`src/design/iff_pkg.sv`:
```
`default_nettype none

package iff_pkg;

    localparam int MAX_FIELD = 32;
    localparam int FLD_W     = 6;
    localparam int VAL_W     = 32;
    localparam int NDIG      = 10;
    localparam int BCD_W     = 4 * NDIG;
    localparam int ND_W      = 4;

    localparam logic [7:0] CH_MINUS = 8'h2d;
    localparam logic [7:0] CH_ZERO  = 8'h30;
    localparam logic [7:0] CH_SPACE = 8'h20;
    localparam logic [7:0] CH_NUL   = 8'h00;

    typedef struct packed {
        logic             kind;
        logic [VAL_W-1:0] value;
        logic [FLD_W-1:0] width;
        logic             has_precision;
        logic [FLD_W-1:0] precision;
        logic             zero_fill;
    } in_item_t;

    typedef struct packed {
        logic [7:0] character;
        logic       last;
        logic       empty_res;
    } out_item_t;

    // Per-item settings kept while the digits are being produced.
    typedef struct packed {
        logic             neg;
        logic             zfill;
        logic             drop;
        logic             hasp;
        logic [FLD_W-1:0] wid;
        logic [FLD_W-1:0] prec;
    } job_t;

    // Digits left-aligned so the most significant one sits in the top nibble.
    typedef struct packed {
        logic [BCD_W-1:0] digits;
        logic [ND_W-1:0]  nd;
    } conv_res_t;

    function automatic logic [FLD_W-1:0] sat_field(input logic [FLD_W-1:0] v);
        logic [FLD_W-1:0] m;
        m = FLD_W'(MAX_FIELD);
        return (v > m) ? m : v;
    endfunction

    function automatic logic [7:0] hex_char(input logic [3:0] d);
        logic [7:0] c;
        case (d)
            4'h0: c = 8'h30;
            4'h1: c = 8'h31;
            4'h2: c = 8'h32;
            4'h3: c = 8'h33;
            4'h4: c = 8'h34;
            4'h5: c = 8'h35;
            4'h6: c = 8'h36;
            4'h7: c = 8'h37;
            4'h8: c = 8'h38;
            4'h9: c = 8'h39;
            4'ha: c = 8'h61;
            4'hb: c = 8'h62;
            4'hc: c = 8'h63;
            4'hd: c = 8'h64;
            4'he: c = 8'h65;
            default: c = 8'h66;
        endcase
        return c;
    endfunction

endpackage

`default_nettype wire

```
`src/design/iff_conv.sv`:
```
`default_nettype none

module iff_conv (
    input  wire logic                clk,
    input  wire logic                rst_n,
    input  wire logic                load,
    input  wire logic                hex,
    input  wire logic [31:0]         mag,
    output logic                     done,
    output iff_pkg::conv_res_t       res
);
    import iff_pkg::*;

    localparam logic [1:0] ST_IDLE = 2'd0;
    localparam logic [1:0] ST_DAB  = 2'd1;
    localparam logic [1:0] ST_NORM = 2'd2;

    logic [1:0]       state_reg, state_next;
    logic [VAL_W-1:0] bin_reg, bin_next;
    logic [BCD_W-1:0] bcd_reg, bcd_next;
    logic [4:0]       cnt_reg, cnt_next;
    logic [ND_W-1:0]  nd_reg, nd_next;
    logic [BCD_W-1:0] adj;
    logic             norm_shift;

    // Add-3 correction on every BCD digit before the next shift.
    always_comb
    begin
        for (int i = 0; i < NDIG; i++)
        begin
            adj[4*i +: 4] = (bcd_reg[4*i +: 4] >= 4'd5) ? bcd_reg[4*i +: 4] + 4'd3
                                                         : bcd_reg[4*i +: 4];
        end
    end

    assign norm_shift = (nd_reg > ND_W'(1)) && (bcd_reg[BCD_W-1 -: 4] == 4'd0);

    always_comb
    begin
        state_next = state_reg;
        bin_next   = bin_reg;
        bcd_next   = bcd_reg;
        cnt_next   = cnt_reg;
        nd_next    = nd_reg;
        done       = 1'b0;
        unique case (state_reg)
            ST_IDLE:
            begin
                if (load)
                begin
                    nd_next  = ND_W'(NDIG);
                    bin_next = mag;
                    cnt_next = 5'(VAL_W - 1);
                    if (hex)
                    begin
                        bcd_next   = BCD_W'(mag);
                        state_next = ST_NORM;
                    end
                    else
                    begin
                        bcd_next   = '0;
                        state_next = ST_DAB;
                    end
                end
            end
            ST_DAB:
            begin
                bcd_next = {adj[BCD_W-2:0], bin_reg[VAL_W-1]};
                bin_next = {bin_reg[VAL_W-2:0], 1'b0};
                cnt_next = cnt_reg - 5'd1;
                if (cnt_reg == 5'd0)
                begin
                    state_next = ST_NORM;
                end
            end
            ST_NORM:
            begin
                if (norm_shift)
                begin
                    bcd_next = {bcd_reg[BCD_W-5:0], 4'd0};
                    nd_next  = nd_reg - ND_W'(1);
                end
                else
                begin
                    done       = 1'b1;
                    state_next = ST_IDLE;
                end
            end
            default:
            begin
                state_next = ST_IDLE;
            end
        endcase
    end

    always_ff @(posedge clk or negedge rst_n)
    begin
        if (!rst_n)
        begin
            state_reg <= ST_IDLE;
        end
        else
        begin
            state_reg <= state_next;
        end
    end

    always_ff @(posedge clk)
    begin
        bin_reg <= bin_next;
        bcd_reg <= bcd_next;
        cnt_reg <= cnt_next;
        nd_reg  <= nd_next;
    end

    assign res.digits = bcd_reg;
    assign res.nd     = nd_reg;

endmodule

`default_nettype wire

```
`src/design/iff_emit.sv`:
```
`default_nettype none

module iff_emit (
    input  wire logic                clk,
    input  wire logic                rst_n,
    input  wire logic                start,
    input  wire iff_pkg::job_t       job,
    input  wire iff_pkg::conv_res_t  conv,
    output logic                     done,
    output logic                     strobe,
    output iff_pkg::out_item_t       result
);
    import iff_pkg::*;

    logic             active_reg, active_next;
    logic             empty_reg;
    logic             neg_reg;
    logic             zfill_reg;
    logic [FLD_W-1:0] k_reg, k_next;
    logic [FLD_W-1:0] total_reg;
    logic [FLD_W-1:0] pad_reg;
    logic [FLD_W-1:0] dstart_reg;
    logic [BCD_W-1:0] dig_reg, dig_next;
    logic             strobe_reg, strobe_next;
    out_item_t        res_reg, res_next;

    logic [FLD_W-1:0] nd_eff;
    logic [FLD_W-1:0] pd;
    logic [FLD_W-1:0] body;
    logic [FLD_W-1:0] pad;
    logic [FLD_W-1:0] total;
    logic             is_last;
    logic             is_digit;
    logic [7:0]       ch;

    // Field layout, worked out once when the digits arrive.
    always_comb
    begin
        nd_eff = job.drop ? '0 : FLD_W'(conv.nd);
        pd     = (job.hasp && (job.prec > nd_eff)) ? job.prec : nd_eff;
        body   = pd + FLD_W'(job.neg);
        pad    = (job.wid > body) ? job.wid - body : '0;
        total  = body + pad;
    end

    assign is_last = empty_reg || (k_reg == total_reg - FLD_W'(1));
    assign done    = active_reg && is_last;

    always_comb
    begin
        is_digit = 1'b0;
        if (zfill_reg)
        begin
            if (neg_reg && (k_reg == '0))
                ch = CH_MINUS;
            else if (k_reg < dstart_reg)
                ch = CH_ZERO;
            else
            begin
                ch       = hex_char(dig_reg[BCD_W-1 -: 4]);
                is_digit = 1'b1;
            end
        end
        else
        begin
            if (k_reg < pad_reg)
                ch = CH_SPACE;
            else if (neg_reg && (k_reg == pad_reg))
                ch = CH_MINUS;
            else if (k_reg < dstart_reg)
                ch = CH_ZERO;
            else
            begin
                ch       = hex_char(dig_reg[BCD_W-1 -: 4]);
                is_digit = 1'b1;
            end
        end
    end

    always_comb
    begin
        active_next = active_reg;
        k_next      = k_reg;
        dig_next    = dig_reg;
        strobe_next = 1'b0;
        res_next    = res_reg;
        if (start)
        begin
            active_next = 1'b1;
            k_next      = '0;
            dig_next    = conv.digits;
        end
        else if (active_reg)
        begin
            strobe_next        = 1'b1;
            res_next.last      = is_last;
            res_next.empty_res = empty_reg;
            res_next.character = empty_reg ? CH_NUL : ch;
            k_next             = k_reg + FLD_W'(1);
            if (is_digit)
                dig_next = {dig_reg[BCD_W-5:0], 4'd0};
            if (is_last)
                active_next = 1'b0;
        end
    end

    always_ff @(posedge clk or negedge rst_n)
    begin
        if (!rst_n)
        begin
            active_reg <= 1'b0;
            strobe_reg <= 1'b0;
        end
        else
        begin
            active_reg <= active_next;
            strobe_reg <= strobe_next;
        end
    end

    always_ff @(posedge clk)
    begin
        k_reg   <= k_next;
        dig_reg <= dig_next;
        res_reg <= res_next;
        if (start)
        begin
            empty_reg  <= (total == '0);
            neg_reg    <= job.neg;
            zfill_reg  <= job.zfill;
            total_reg  <= total;
            pad_reg    <= pad;
            dstart_reg <= total - nd_eff;
        end
    end

    assign strobe = strobe_reg;
    assign result = res_reg;

endmodule

`default_nettype wire

```
`src/design/integer_field_formatter_unit.sv`:
```
`default_nettype none

// A hex item goes straight to the leading-zero strip (one digit per cycle); a decimal item
// first passes the bit-serial BCD converter (one bit per cycle) and then the strip.
// Characters follow one per cycle. Busy falls as the last character of an item is put out,
// and a new item is taken only while busy is low.
// Reset: rst_n clears all control state asynchronously; the unit comes up idle.
// The receiver cannot stall: strobe marks each character on result for exactly one cycle.
module integer_field_formatter_unit (
    input  wire logic                clk,
    input  wire logic                rst_n,
    input  wire logic                start,
    output logic                     busy,
    input  wire iff_pkg::in_item_t   cmd,
    output logic                     strobe,
    output iff_pkg::out_item_t       result
);
    import iff_pkg::*;

    localparam logic [1:0] ST_IDLE = 2'd0;
    localparam logic [1:0] ST_CONV = 2'd1;
    localparam logic [1:0] ST_EMIT = 2'd2;

    logic [1:0]       state_reg, state_next;
    job_t             job_reg, job_next;
    logic             accept;
    logic             neg;
    logic [VAL_W-1:0] mag;
    logic             conv_done;
    conv_res_t        conv_res;
    logic             emit_done;

    assign busy   = (state_reg != ST_IDLE);
    assign accept = start && !busy;
    assign neg    = !cmd.kind && cmd.value[VAL_W-1];
    assign mag    = neg ? VAL_W'(0) - cmd.value : cmd.value;

    always_comb
    begin
        job_next = job_reg;
        if (accept)
        begin
            job_next.neg   = neg;
            job_next.hasp  = cmd.has_precision;
            job_next.zfill = cmd.zero_fill && !cmd.has_precision;
            job_next.wid   = sat_field(cmd.width);
            job_next.prec  = sat_field(cmd.precision);
            // A zero value with an explicit precision of zero prints no digits.
            job_next.drop  = (cmd.value == '0) && cmd.has_precision
                             && (cmd.precision == '0);
        end
    end

    always_comb
    begin
        state_next = state_reg;
        unique case (state_reg)
            ST_IDLE:
            begin
                if (accept)
                    state_next = ST_CONV;
            end
            ST_CONV:
            begin
                if (conv_done)
                    state_next = ST_EMIT;
            end
            ST_EMIT:
            begin
                if (emit_done)
                    state_next = ST_IDLE;
            end
            default:
            begin
                state_next = ST_IDLE;
            end
        endcase
    end

    always_ff @(posedge clk or negedge rst_n)
    begin
        if (!rst_n)
        begin
            state_reg <= ST_IDLE;
        end
        else
        begin
            state_reg <= state_next;
        end
    end

    always_ff @(posedge clk)
    begin
        job_reg <= job_next;
    end

    iff_conv u_conv (
        .clk   (clk),
        .rst_n (rst_n),
        .load  (accept),
        .hex   (cmd.kind),
        .mag   (mag),
        .done  (conv_done),
        .res   (conv_res)
    );

    iff_emit u_emit (
        .clk    (clk),
        .rst_n  (rst_n),
        .start  (conv_done),
        .job    (job_reg),
        .conv   (conv_res),
        .done   (emit_done),
        .strobe (strobe),
        .result (result)
    );

`ifndef NO_ASSERTIONS
    a_empty_is_last: assert property (@(posedge clk) disable iff (!rst_n)
        strobe && result.empty_res |-> result.last)
        else $error("empty result not marked last");

    a_strobe_after_busy: assert property (@(posedge clk) disable iff (!rst_n)
        strobe |-> $past(busy))
        else $error("result strobe without an item in progress");

    a_conv_done_state: assert property (@(posedge clk) disable iff (!rst_n)
        conv_done |-> (state_reg == ST_CONV))
        else $error("converter finished outside the conversion phase");

    a_last_frees_unit: assert property (@(posedge clk) disable iff (!rst_n)
        emit_done |=> !busy)
        else $error("unit still busy after the final character");
`endif

endmodule

`default_nettype wire

```
`config.mk`:
```
export PLATFORM = sky130hd
export DESIGN_NAME = integer_field_formatter_unit
export DESIGN_NICKNAME = d
export VERILOG_FILES = /design/src/design/iff_pkg.sv /design/src/design/iff_conv.sv /design/src/design/iff_emit.sv /design/src/design/integer_field_formatter_unit.sv
export SDC_FILE = /design/constraint.sdc
export NUM_CORES = 1
export LEC_CHECK = 0
export BUFFER_PORTS_ARGS = -buffer_cell sky130_fd_sc_hd__buf_2
export CORE_MARGIN = 3
export CORE_UTILIZATION = 56
export CTS_CLUSTER_DIAMETER = 200
export DETAILED_ROUTE_END_ITERATION = 7
export GPL_ROUTABILITY_DRIVEN = 1
export GPL_TIMING_DRIVEN = 0
export PLACE_DENSITY = 0.77
export SLEW_MARGIN = 15
export SYNTH_ARGS = -nofsm -noshare
export SYNTH_HDL_FRONTEND = slang
export SYNTH_HIERARCHICAL = 1
export SYNTH_SLANG_ARGS = --single-unit
```
`constraint.sdc`:
```
create_clock -name clk -period 6.2 [get_ports clk]
set_input_delay 0.31 -clock clk [delete_from_list [all_inputs] [get_ports clk]]
set_output_delay 0.31 -clock clk [all_outputs]
set_load 0.02 [all_outputs]
```
* After elaboration in Yosys (flattened, before gate mapping)
Memories as Yosys holds them, arrays and structs flattened. A register that Yosys moved wholly into a read port is not among the register bits.
Cells that the tools add are included.
** Word-level totals
- Register bits :: 180
- Bits in read-only memories :: 192
- Output and inout port bits :: 12
- Logic and storage cells :: 169
- Memories :: 2
** Memories
- (name not given) :: words 16, bits a word 6, rd ports 1, clocked after memory_dff 1, write ports 0, line iff_pkg.sv:56 : case (d)
- (name not given) :: words 16, bits a word 6, rd ports 1, clocked after memory_dff 1, write ports 0, line iff_pkg.sv:56
** Operators by class
- Add/sub/neg operators :: 19
- Magnitude comparators :: 17
- Eq/ne operators :: 13
- Muxes and demuxes :: 57
- Bitwise logic cells :: 1
- Reductions and logical operators :: 35
** Operators by type and width (number)
- $mux 40 :: 5
- $pmux 40 s3 :: 1
- $mux 32 :: 3
- $pmux 32 s2 :: 1
- $mux 4 :: 14
- $mux 8 :: 6
- $ge 4x3->1 const B :: 10
- $add 4x2->4 const B :: 9
- $logic_not 32->1 :: 1
- $sub 1x32->32 const A :: 1
- $logic_not 6->1 :: 3
- $mux 2 :: 7
- $eq 6x6->1 :: 2
- $gt 6x6->1 :: 2
- $gt 6x6->1 const B :: 2
- $lt 6x6->1 :: 2
- $mux 1 :: 12
- $mux 6 :: 2
- $pmux 2 s3 :: 2
- $reduce_and 3->1 :: 4
- $sub 6x6->6 :: 2
- $logic_and 1x1->1 :: 10
- $ne 2x2->1 const B :: 5
- $pmux 5 s2 :: 1
- other kinds (23) :: 35

* Longest topological paths before layout
Gate-level depths: netlist of the first run.
- Word-level depth :: 9
- Depth in mapped cells :: 28

* By module
The synthesis of the first run kept the hierarchy.
** By module, submodules not included
- iff_emit :: instances 1, cells each 401, area each 4767.1 sq um
- iff_conv :: instances 1, cells each 386, area each 4697.0 sq um
- integer_field_formatter_unit :: instances 1, cells each 153, area each 1483.9 sq um

* Worst setup path before layout of the first run
OpenSTA, ideal clock, no wires.
- Path type :: register to register
- Start point :: register job_reg[13] (netlist name)
- End point :: register u_emit.dstart_reg[5], data pin
- Setup time :: 0.268 ns
- Arrival :: 5.902 ns
- Data required time :: 5.932 ns
- Path slack :: 0.030 ns
- Stages on the path, launching flop included :: 28
- Period minus slack after synthesis :: 6.170 ns
- Cell sequence :: edfxtp_1 nand2b_1 ha_1 nor2b_1 o211ai_1 a21oi_2 clkbuf_1 mux2_2 ha_1 ha_1 nand3_1 xor2_1 mux2i_1 inv_1 ha_1 a211oi_1 a21oi_1 o21ai_1 nor3_1 ha_1 nand2_1 or4b_1 a21o_1 nand2_1 xor2_1 ha_1 a211oi_1 xor2_1
** On the way
- Longest elaborated chain between the ends :: 9
** RTL lines
- start: declaration :: line integer_field_formatter_unit.sv:25 : job_t job_reg, job_next;
- start signal: assignment :: line integer_field_formatter_unit.sv:94 : job_reg <= job_next;
- $mux 4 * :: line iff_emit.sv:39 : nd_eff = job.drop ? '0 : FLD_W'(conv.nd);
- $gt 6x6->1 :: line iff_emit.sv:40 : pd = (job.hasp && (job.prec > nd_eff)) ? job.prec : nd_eff;
- $logic_and 1x1->1 :: line iff_emit.sv:40
- $mux 6 * :: line iff_emit.sv:40
- $add 6x1->6 * :: line iff_emit.sv:41 : body = pd + FLD_W'(job.neg);
- $sub 6x6->6 / $gt 6x6->1 (equally long branches) :: line iff_emit.sv:42 : pad = (job.wid > body) ? job.wid - body : '0;
- $mux 6 * :: line iff_emit.sv:42
- named net u_emit.pad[2] :: line iff_emit.sv:30 : logic [FLD_W-1:0] pad;
- $add 6x6->6 * :: line iff_emit.sv:43 : total = body + pad;
- named net u_emit.total[3] :: line iff_emit.sv:31 : logic [FLD_W-1:0] total;
- $sub 6x6->6 * :: line iff_emit.sv:133 : dstart_reg <= total - nd_eff;
- end signal: assignment :: line iff_emit.sv:133
- end: declaration :: line iff_emit.sv:22 : logic [FLD_W-1:0] dstart_reg;
The timed path passes the listed nets; every way through them passes the cells marked *.
A chain may end at the register's enable or synchronous reset.

* Worst setup path in the final report of the first run
Ends and elaborated chain as after synthesis.

==> results of run 1 <==
-- layout make-up --
class                      instances  area (um2)  share of cell area [%]
sequential                       185        5410                    43.0
multi-input combinational        653        5280                    42.0
clock buffer                      24         526                    4.18
timing repair buffer              80         478                    3.80
tap                              260         325                    2.59
inverter                          72         270                    2.15
buffer                            30         178                    1.41
clock inverter                     8         101                   0.807
-- cell families after synthesis --
logic type / after synthesis / synth area share [%]
simple gates: 220 / 11.5
compound gates: 204 / 12.3
flops: 185 / 49.4
buf+inv: 102 / 4.02
mux: 85 / 8.69
xor+xnor: 74 / 5.99
fa+ha+maj: 69 / 8.09
other cells: 1 / 0.0343
-- path summary, 6_finish.rpt --
check                                              start                         endpoint  slack (ns)  cells past startpoint
worst max-delay path               job_reg[13]$_DFFE_PP_   u_emit/dstart_reg[5]$_DFFE_PP_         0.1                     28
max in group asynchronous                          rst_n          u_emit/strobe$_DFF_PN0_        5.75                      2
min in group asynchronous                          rst_n  u_conv/state_reg[0]$_DFFE_PN0P_        0.26                      2
worst max register to register     job_reg[13]$_DFFE_PP_   u_emit/dstart_reg[5]$_DFFE_PP_         0.1                     28
worst min-delay path                              cmd[7]            job_reg[12]$_DFFE_PP_        0.09                      1
worst min register to register  state_reg[1]$_DFFE_PN0P_         state_reg[0]$_DFFE_PN0P_        0.48                      1
-- report_power, final --
group | internal (uW) | switching (uW) | leakage, uW | total [uW]
clock network | 681 | 463 | 0.000312 | 1140
logic | 1560 | 2010 | 0.00274 | 3580
registers | 2290 | 386 | 0.00176 | 2680
-- metal layers --
layer	wire length [um]	global-route usage [%]	vias to the layer above
met2	10900	34.1	264
met1	10900	31.9	3700
met4	394	6.08	0
met3	1360	3.77	38
met5	0	0	-
li1	-	-	3675
-- timing repair --
item                                   CTS  global route
gates resized for setup                 17            15
endpoints found under the hold margin    6             0
hold buffers                             1             0
buffers inserted                         2            11
pin swaps                                1             4
setup endpoints to repair                7             4
-- cells in the mapped netlist (all sizes together) (5+ instances only) --
master | count | area share [%]
a211oi | 5 | 0.39
a21o | 11 | 0.77
a21oi | 43 | 2.0
a221o | 6 | 0.55
a22oi | 25 | 1.7
and2 | 10 | 0.57
and3 | 5 | 0.29
buf | 18 | 1.1
clkbuf | 12 | 0.41
dfrtp | 6 | 1.4
dfxtp | 12 | 2.2
edfxtp | 167 | 46
ha | 66 | 7.5
inv | 72 | 2.5
mux2 | 77 | 7.9
mux2i | 8 | 0.77
nand2 | 50 | 1.7
nand2b | 20 | 1.1
nand3 | 11 | 0.50
nand4 | 8 | 0.51
nor2 | 33 | 1.1
nor2b | 21 | 1.2
nor3 | 17 | 0.93
nor3b | 13 | 0.98
nor4 | 17 | 1.5
o21ai | 69 | 3.2
o31ai | 12 | 0.82
o41ai | 5 | 0.74
xnor2 | 45 | 3.6
xor2 | 29 | 2.4
-- through the flow --
stage / area [um2] / worst slack (ns) / hold WS, ns
after floorplan: 10900 / 0.0298 / 0.0144
after global placement: 11600 / -0.835 / 0.167
after detailed placement: 11700 / -0.818 / 0.170
after CTS: 12400 / 0.0422 / 0.0757
after global routing: 12600 / -0.160 / 0.0842
final: 12600 / 0.0969 / 0.0903
-- critical path: cells and delay by family (launching register included) --
family | cells | cell delay (ns)
compound gates | 7 | 1.28
flops | 1 | 0.49
simple gates | 7 | 1.37
xor+xnor | 3 | 0.44
buf+inv | 3 | 0.34
mux | 2 | 0.58
fa+ha+maj | 6 | 1.34
==> run_summary.xml, run 1 <==
<?xml version="1.0" encoding="UTF-8"?>
<metrics>
  <group name="sta">
    <metric name="final_period_minus_worst_setup_slack" unit="ns">6.10</metric>
    <metric name="setup-violations-final" unit="">0</metric>
    <metric name="tightestPinTransition" unit="ns">0.775</metric>
    <metric name="fmax" unit="GHz">0.164</metric>
    <metric name="tns" unit="ns">0</metric>
    <metric name="hold_viol_final" unit="">0</metric>
    <metric name="fin_skew" unit="ns">0.00968</metric>
    <metric name="post-route-period-util" unit="%">98.4</metric>
    <metric name="slew_headroom" unit="%">48.1</metric>
    <metric name="number_of_pins_exceeding_their_max_slew_limit_in_the_final_report" unit="">0</metric>
  </group>
  <group name="cells_and_area">
    <metric name="diodes" unit="">0</metric>
    <metric name="instances_no_fill" unit="">1312</metric>
    <metric name="most-common-layout-cells" unit="">sky130_fd_sc_hd__edfxtp_1 (167), sky130_fd_sc_hd__inv_1 (71), sky130_fd_sc_hd__buf_2 (70)</metric>
    <metric name="area_delta_synth_final" unit="%">14.8</metric>
    <metric name="final_core_util" unit="%">66.3</metric>
    <metric name="fillerInstances" unit="">1370</metric>
    <metric name="layout_commonest_cell" unit="">sky130_fd_sc_hd__edfxtp_1</metric>
    <metric name="finalNetCount" unit="">1158</metric>
    <metric name="share_of_final_layout_standard_cells_stronger_than_drive_strength_1" unit="%">23.3</metric>
  </group>
  <group name="yosys">
    <metric name="synth.cell_area" unit="mm2">0.0109</metric>
    <metric name="post_synth_num_cell_types" unit="">76</metric>
    <metric name="postSynthRegisterBits" unit="">185</metric>
    <metric name="yosysWarningCount" unit="">6</metric>
    <metric name="synth_enable_flop_cells" unit="">167</metric>
    <metric name="syn_inst" unit="">940</metric>
    <metric name="avg_inst_size_synth" unit="um2">11.6</metric>
    <metric name="seq_area_frac_synth" unit="%">49.4</metric>
    <metric name="asyncSetResetFlopFracSynth" unit="%">3.24</metric>
    <metric name="most_used_flip_flop_cell_after_synthesis" unit="">sky130_fd_sc_hd__edfxtp_1</metric>
    <metric name="syn_nets" unit="">1059</metric>
  </group>
  <group name="grt">
    <metric name="initial_antenna_violation_count" unit="">0</metric>
    <metric name="grt_pass1_wl" unit="mm">37.6</metric>
    <metric name="largest_net_degree_at_the_start_of_global_routing" unit="">50</metric>
    <metric name="globalRouteTotalUtil" unit="%">21.9</metric>
    <metric name="first_global_vias" unit="">7212</metric>
    <metric name="overflow" unit="">0</metric>
  </group>
  <group name="critical_path">
    <metric name="critPathMaxFanout" unit="">7</metric>
    <metric name="required_arrival_time_at_the_worst_endpoint" unit="ns">6.37</metric>
    <metric name="crit_path_frequent_cell" unit="">sky130_fd_sc_hd__ha_4</metric>
    <metric name="worstSetupStartpointType" unit="">register</metric>
    <metric name="slowest_cell_on_the_critical_path" unit="">sky130_fd_sc_hd__edfxtp_1</metric>
    <metric name="crit_path_end_kind" unit="">register</metric>
    <metric name="worst-setup-path-type" unit="">register to register</metric>
    <metric name="cp_data_arrival_time" unit="ns">6.28</metric>
    <metric name="timing.critical_path.slowest_cell_delay" unit="ns">0.49</metric>
  </group>
  <group name="die">
    <metric name="core_area" unit="mm2">0.0190</metric>
    <metric name="row_count" unit="">50</metric>
    <metric name="floorplan.die.width" unit="um">146</metric>
    <metric name="floorplan.die_area" unit="mm2">0.0213</metric>
    <metric name="initial_utilization" unit="%">57.8</metric>
    <metric name="die-height" unit="um">146</metric>
    <metric name="io_pins" unit="">62</metric>
  </group>
  <group name="power_and_ir_drop">
    <metric name="peak_ir_drop_on_the_vdd_network" unit="uV">314</metric>
    <metric name="pnr_total_power" unit="uW">7400</metric>
    <metric name="power_density_over_the_cells" unit="mW/mm2">589</metric>
    <metric name="leakagePower" unit="uW">0.00481</metric>
  </group>
  <group name="routing">
    <metric name="routed_wirelength" unit="mm">23.5</metric>
    <metric name="drt.antenna.violating_nets" unit="">0</metric>
    <metric name="remaining_drc_errors" unit="">0</metric>
    <metric name="drt_iter0_drc" unit="">662</metric>
    <metric name="firstDrtPassIters" unit="">5</metric>
    <metric name="post_drt_via_cell_ratio" unit="">5.85</metric>
    <metric name="post_drt_wl_per_cell" unit="um">17.9</metric>
    <metric name="via_count" unit="">7677</metric>
  </group>
  <group name="status">
    <metric name="run_status" unit="">complete, no violations</metric>
  </group>
  <group name="placed_design">
    <metric name="dp.final_hpwl" unit="mm">16.7</metric>
    <metric name="gp_routability_congestion" unit="">0.851</metric>
    <metric name="portBuffers" unit="">60</metric>
    <metric name="dpl.cell_count" unit="">1266</metric>
  </group>
  <group name="cts">
    <metric name="cts.reportedPaths.clkPinSlew" unit="ns">0.07</metric>
    <metric name="cts_tree" unit="">done</metric>
    <metric name="cts-htree-levels" unit="">4</metric>
    <metric name="cts-buffers-inserted" unit="">17</metric>
    <metric name="clock_tree.buffer_depth" unit="">2</metric>
    <metric name="root_buffer" unit="">sky130_fd_sc_hd__clkbuf_16</metric>
    <metric name="cts_num_sinks" unit="">185</metric>
    <metric name="clkLatencyLatePin" unit="ns">0.43</metric>
  </group>
  <group name="job">
    <metric name="max_cap_violations" unit="">0</metric>
  </group>
  <group name="worst_hold_path">
    <metric name="hp-class" unit="">input port to register</metric>
  </group>
</metrics>
(Power assumes the default switching activity.)
==> run 2, diff against run 1 <==
--- a/config.mk
+++ b/config.mk
@@ -10,7 +10,7 @@
 export CORE_UTILIZATION = 56
 export CTS_CLUSTER_DIAMETER = 200
 export DETAILED_ROUTE_END_ITERATION = 7
-export GPL_ROUTABILITY_DRIVEN = 1
+export GPL_ROUTABILITY_DRIVEN = 0
 export GPL_TIMING_DRIVEN = 0
 export PLACE_DENSITY = 0.77
 export SLEW_MARGIN = 15
==> constraint.sdc (replaced) <==
create_clock -name clk -period 4.9 [get_ports clk]
set_input_delay 0.245 -clock clk [delete_from_list [all_inputs] [get_ports clk]]
set_output_delay 0.245 -clock clk [all_outputs]
set_load 0.005 [all_outputs]
==> run 2 against run 1 <==
The flow now finishes with violations (setup timing); critical endpoint unchanged; largest power group unchanged; first-iteration DRC count down 3.2%; worst hold slack worse by 0.075 ns; sequential share of layout area down 1.0 points; sequential power up 26%; die area unchanged; clock power up 25%.
==> run_summary.xml, run 2 (synthesized netlist as in run 1, its figures left out) <==
<?xml version="1.0" encoding="UTF-8"?>
<metrics>
  <group name="cts">
    <metric name="clkLatencyLatePin" unit="ns">0.43</metric>
    <metric name="root_buffer" unit="">sky130_fd_sc_hd__clkbuf_16</metric>
    <metric name="clock_tree.buffer_depth" unit="">2</metric>
    <metric name="cts-htree-levels" unit="">4</metric>
    <metric name="cts_tree" unit="">done</metric>
    <metric name="cts-buffers-inserted" unit="">17</metric>
    <metric name="cts_num_sinks" unit="">185</metric>
    <metric name="cts.reportedPaths.clkPinSlew" unit="ns">0.07</metric>
  </group>
  <group name="sta">
    <metric name="tightestPinTransition" unit="ns">0.787</metric>
    <metric name="number_of_pins_exceeding_their_max_slew_limit_in_the_final_report" unit="">0</metric>
    <metric name="timing.hold.ws" unit="ns">0.0153</metric>
    <metric name="setup-violations-final" unit="">9</metric>
    <metric name="fmax" unit="GHz">0.173</metric>
    <metric name="postLayoutSetupSlackWorst" unit="ns">-0.886</metric>
    <metric name="slew_headroom" unit="%">47.4</metric>
    <metric name="fin_skew" unit="ns">0.0146</metric>
    <metric name="final_period_minus_worst_setup_slack" unit="ns">5.79</metric>
    <metric name="hold_viol_final" unit="">0</metric>
    <metric name="post-route-period-util" unit="%">118</metric>
    <metric name="setup_repair_after_global_routing_missed_its_margin" unit="">true</metric>
  </group>
  <group name="die">
    <metric name="core_area" unit="mm2">0.0190</metric>
    <metric name="die-height" unit="um">146</metric>
    <metric name="floorplan.die_area" unit="mm2">0.0213</metric>
    <metric name="initial_utilization" unit="%">57.8</metric>
    <metric name="row_count" unit="">50</metric>
    <metric name="floorplan.die.width" unit="um">146</metric>
    <metric name="io_pins" unit="">62</metric>
  </group>
  <group name="critical_path">
    <metric name="critPathMaxFanout" unit="">6</metric>
    <metric name="worst-r2r-setup-slack" unit="ns">-0.89</metric>
    <metric name="slowest_cell_on_the_critical_path" unit="">sky130_fd_sc_hd__edfxtp_1</metric>
    <metric name="crit_path_end_kind" unit="">register</metric>
    <metric name="startpoint" unit="">job_reg[13]$_DFFE_PP_</metric>
    <metric name="rr_worst_depth" unit="">28</metric>
    <metric name="crit-reg2reg-capture" unit="">u_emit/dstart_reg[5]$_DFFE_PP_</metric>
    <metric name="timing.critical_path.slowest_cell_delay" unit="ns">0.48</metric>
    <metric name="required_arrival_time_at_the_worst_endpoint" unit="ns">5.07</metric>
    <metric name="cp_data_arrival_time" unit="ns">5.96</metric>
    <metric name="worstSetupStartpointType" unit="">register</metric>
    <metric name="worst-setup-path-type" unit="">register to register</metric>
    <metric name="crit_path_frequent_cell" unit="">sky130_fd_sc_hd__ha_4</metric>
    <metric name="r2r-start" unit="">job_reg[13]$_DFFE_PP_</metric>
  </group>
  <group name="cells_and_area">
    <metric name="area_delta_synth_final" unit="%">17.6</metric>
    <metric name="finalNetCount" unit="">1174</metric>
    <metric name="final_cell_area" unit="mm2">0.0129</metric>
    <metric name="share_of_final_layout_standard_cells_stronger_than_drive_strength_1" unit="%">26.5</metric>
    <metric name="layout_commonest_cell" unit="">sky130_fd_sc_hd__edfxtp_1</metric>
    <metric name="diodes" unit="">0</metric>
    <metric name="most-common-layout-cells" unit="">sky130_fd_sc_hd__edfxtp_1 (167), sky130_fd_sc_hd__buf_2 (70), sky130_fd_sc_hd__inv_1 (69)</metric>
    <metric name="final_core_util" unit="%">67.9</metric>
    <metric name="instances_no_fill" unit="">1328</metric>
  </group>
  <group name="power_and_ir_drop">
    <metric name="power_density_over_the_cells" unit="mW/mm2">758</metric>
    <metric name="peak_ir_drop_on_the_vdd_network" unit="uV">388</metric>
    <metric name="leakagePower" unit="uW">0.00493</metric>
  </group>
  <group name="worst_hold_path">
    <metric name="timing.hold.worst_path_depth" unit="">1</metric>
    <metric name="hp-class" unit="">input port to register</metric>
    <metric name="holdPathEnd" unit="">job_reg[12]$_DFFE_PP_</metric>
    <metric name="min-delay-start" unit="">cmd[7]</metric>
  </group>
  <group name="grt">
    <metric name="initial_antenna_violation_count" unit="">0</metric>
    <metric name="grt_pass1_wl" unit="mm">38.9</metric>
    <metric name="overflow" unit="">0</metric>
    <metric name="globalRouteTotalUtil" unit="%">22.7</metric>
    <metric name="largest_net_degree_at_the_start_of_global_routing" unit="">50</metric>
    <metric name="first_global_vias" unit="">7477</metric>
  </group>
  <group name="status">
    <metric name="failing_checks" unit="">setup timing</metric>
    <metric name="run_status" unit="">complete, but fails checks</metric>
  </group>
  <group name="routing">
    <metric name="drt_iter0_drc" unit="">641</metric>
    <metric name="drt.antenna.violating_nets" unit="">0</metric>
    <metric name="post_drt_wl_per_cell" unit="um">18.1</metric>
    <metric name="remaining_drc_errors" unit="">0</metric>
    <metric name="routed_wirelength" unit="mm">24.1</metric>
    <metric name="firstDrtPassIters" unit="">6</metric>
    <metric name="post_drt_via_cell_ratio" unit="">5.83</metric>
    <metric name="via_count" unit="">7744</metric>
  </group>
  <group name="placed_design">
    <metric name="portBuffers" unit="">60</metric>
    <metric name="dpl.cell_count" unit="">1264</metric>
    <metric name="dp.final_hpwl" unit="mm">16.9</metric>
    <metric name="placed_area" unit="mm2">0.0119</metric>
    <metric name="placement.setup.worst_slack" unit="ns">-1.15</metric>
  </group>
  <group name="job">
    <metric name="max_cap_violations" unit="">0</metric>
  </group>
</metrics>
## run 2: cell type report
class | count | area [um2]
sequential | 185 | 5410
clock inverter | 10 | 103
multi-input combinational | 653 | 5470
clock buffer | 22 | 518
tap | 260 | 325
inverter | 72 | 273
fill | 1316 | 6080
timing repair buffer | 96 | 603
buffer | 30 | 180
## run 2: repair_timing
action / CTS / global route
hold endpoints to repair: 6 / 0
buffers inserted: 24 / 7
pin swaps: 16 / 9
resized for setup: 15 / 13
endpoints found under the setup margin: 10 / 10
hold buffers: 1 / 0
## run 2: how the worst max path moves through the flow
stage	to	slack, ns	cells past startpoint
final	u_emit/dstart_reg[5]$_DFFE_PP_	-0.89	28
after global routing	u_emit/dstart_reg[5]$_DFFE_PP_	-1.07	27
after CTS	u_emit/dstart_reg[5]$_DFFE_PP_	-0.67	28
after detailed placement	u_emit/dstart_reg[5]$_DFFE_PP_	-1.15	28
after global placement	u_emit/dstart_reg[5]$_DFFE_PP_	-1.06	28
after floorplan	u_emit/dstart_reg[5]$_DFFE_PP_	-0.54	27
## run 2: metrics by stage
step | power [uW] | setup TNS [ns]
after floorplan | 6590 | -1.91
after global placement | 7500 | -20.85
after detailed placement | 7740 | -6.80
after CTS | 9510 | -3.60
after global routing | 10400 | -6.54
final | 9760 | -5.05
## run 2: report_power, final
part	switching (uW)	internal (uW)
Clock	601	815
Combinational	2670	2280
Sequential	492	2900
## run 2: worst max-delay path: cells and delay by family (launching register included)
kind            cells  cell delay (ns)
compound gates      7             1.14
simple gates        8             1.35
flops               1             0.48
buf+inv             2             0.28
fa+ha+maj           6             1.36
mux                 2             0.55
xor+xnor            3             0.37
## run 2: layer usage
layer | track usage, % | share of wire, %
met5 | 0 | 0
met4 | 5.89 | 1.4
met3 | 4.05 | 6.1
met2 | 35.7 | 47
met1 | 32.9 | 46
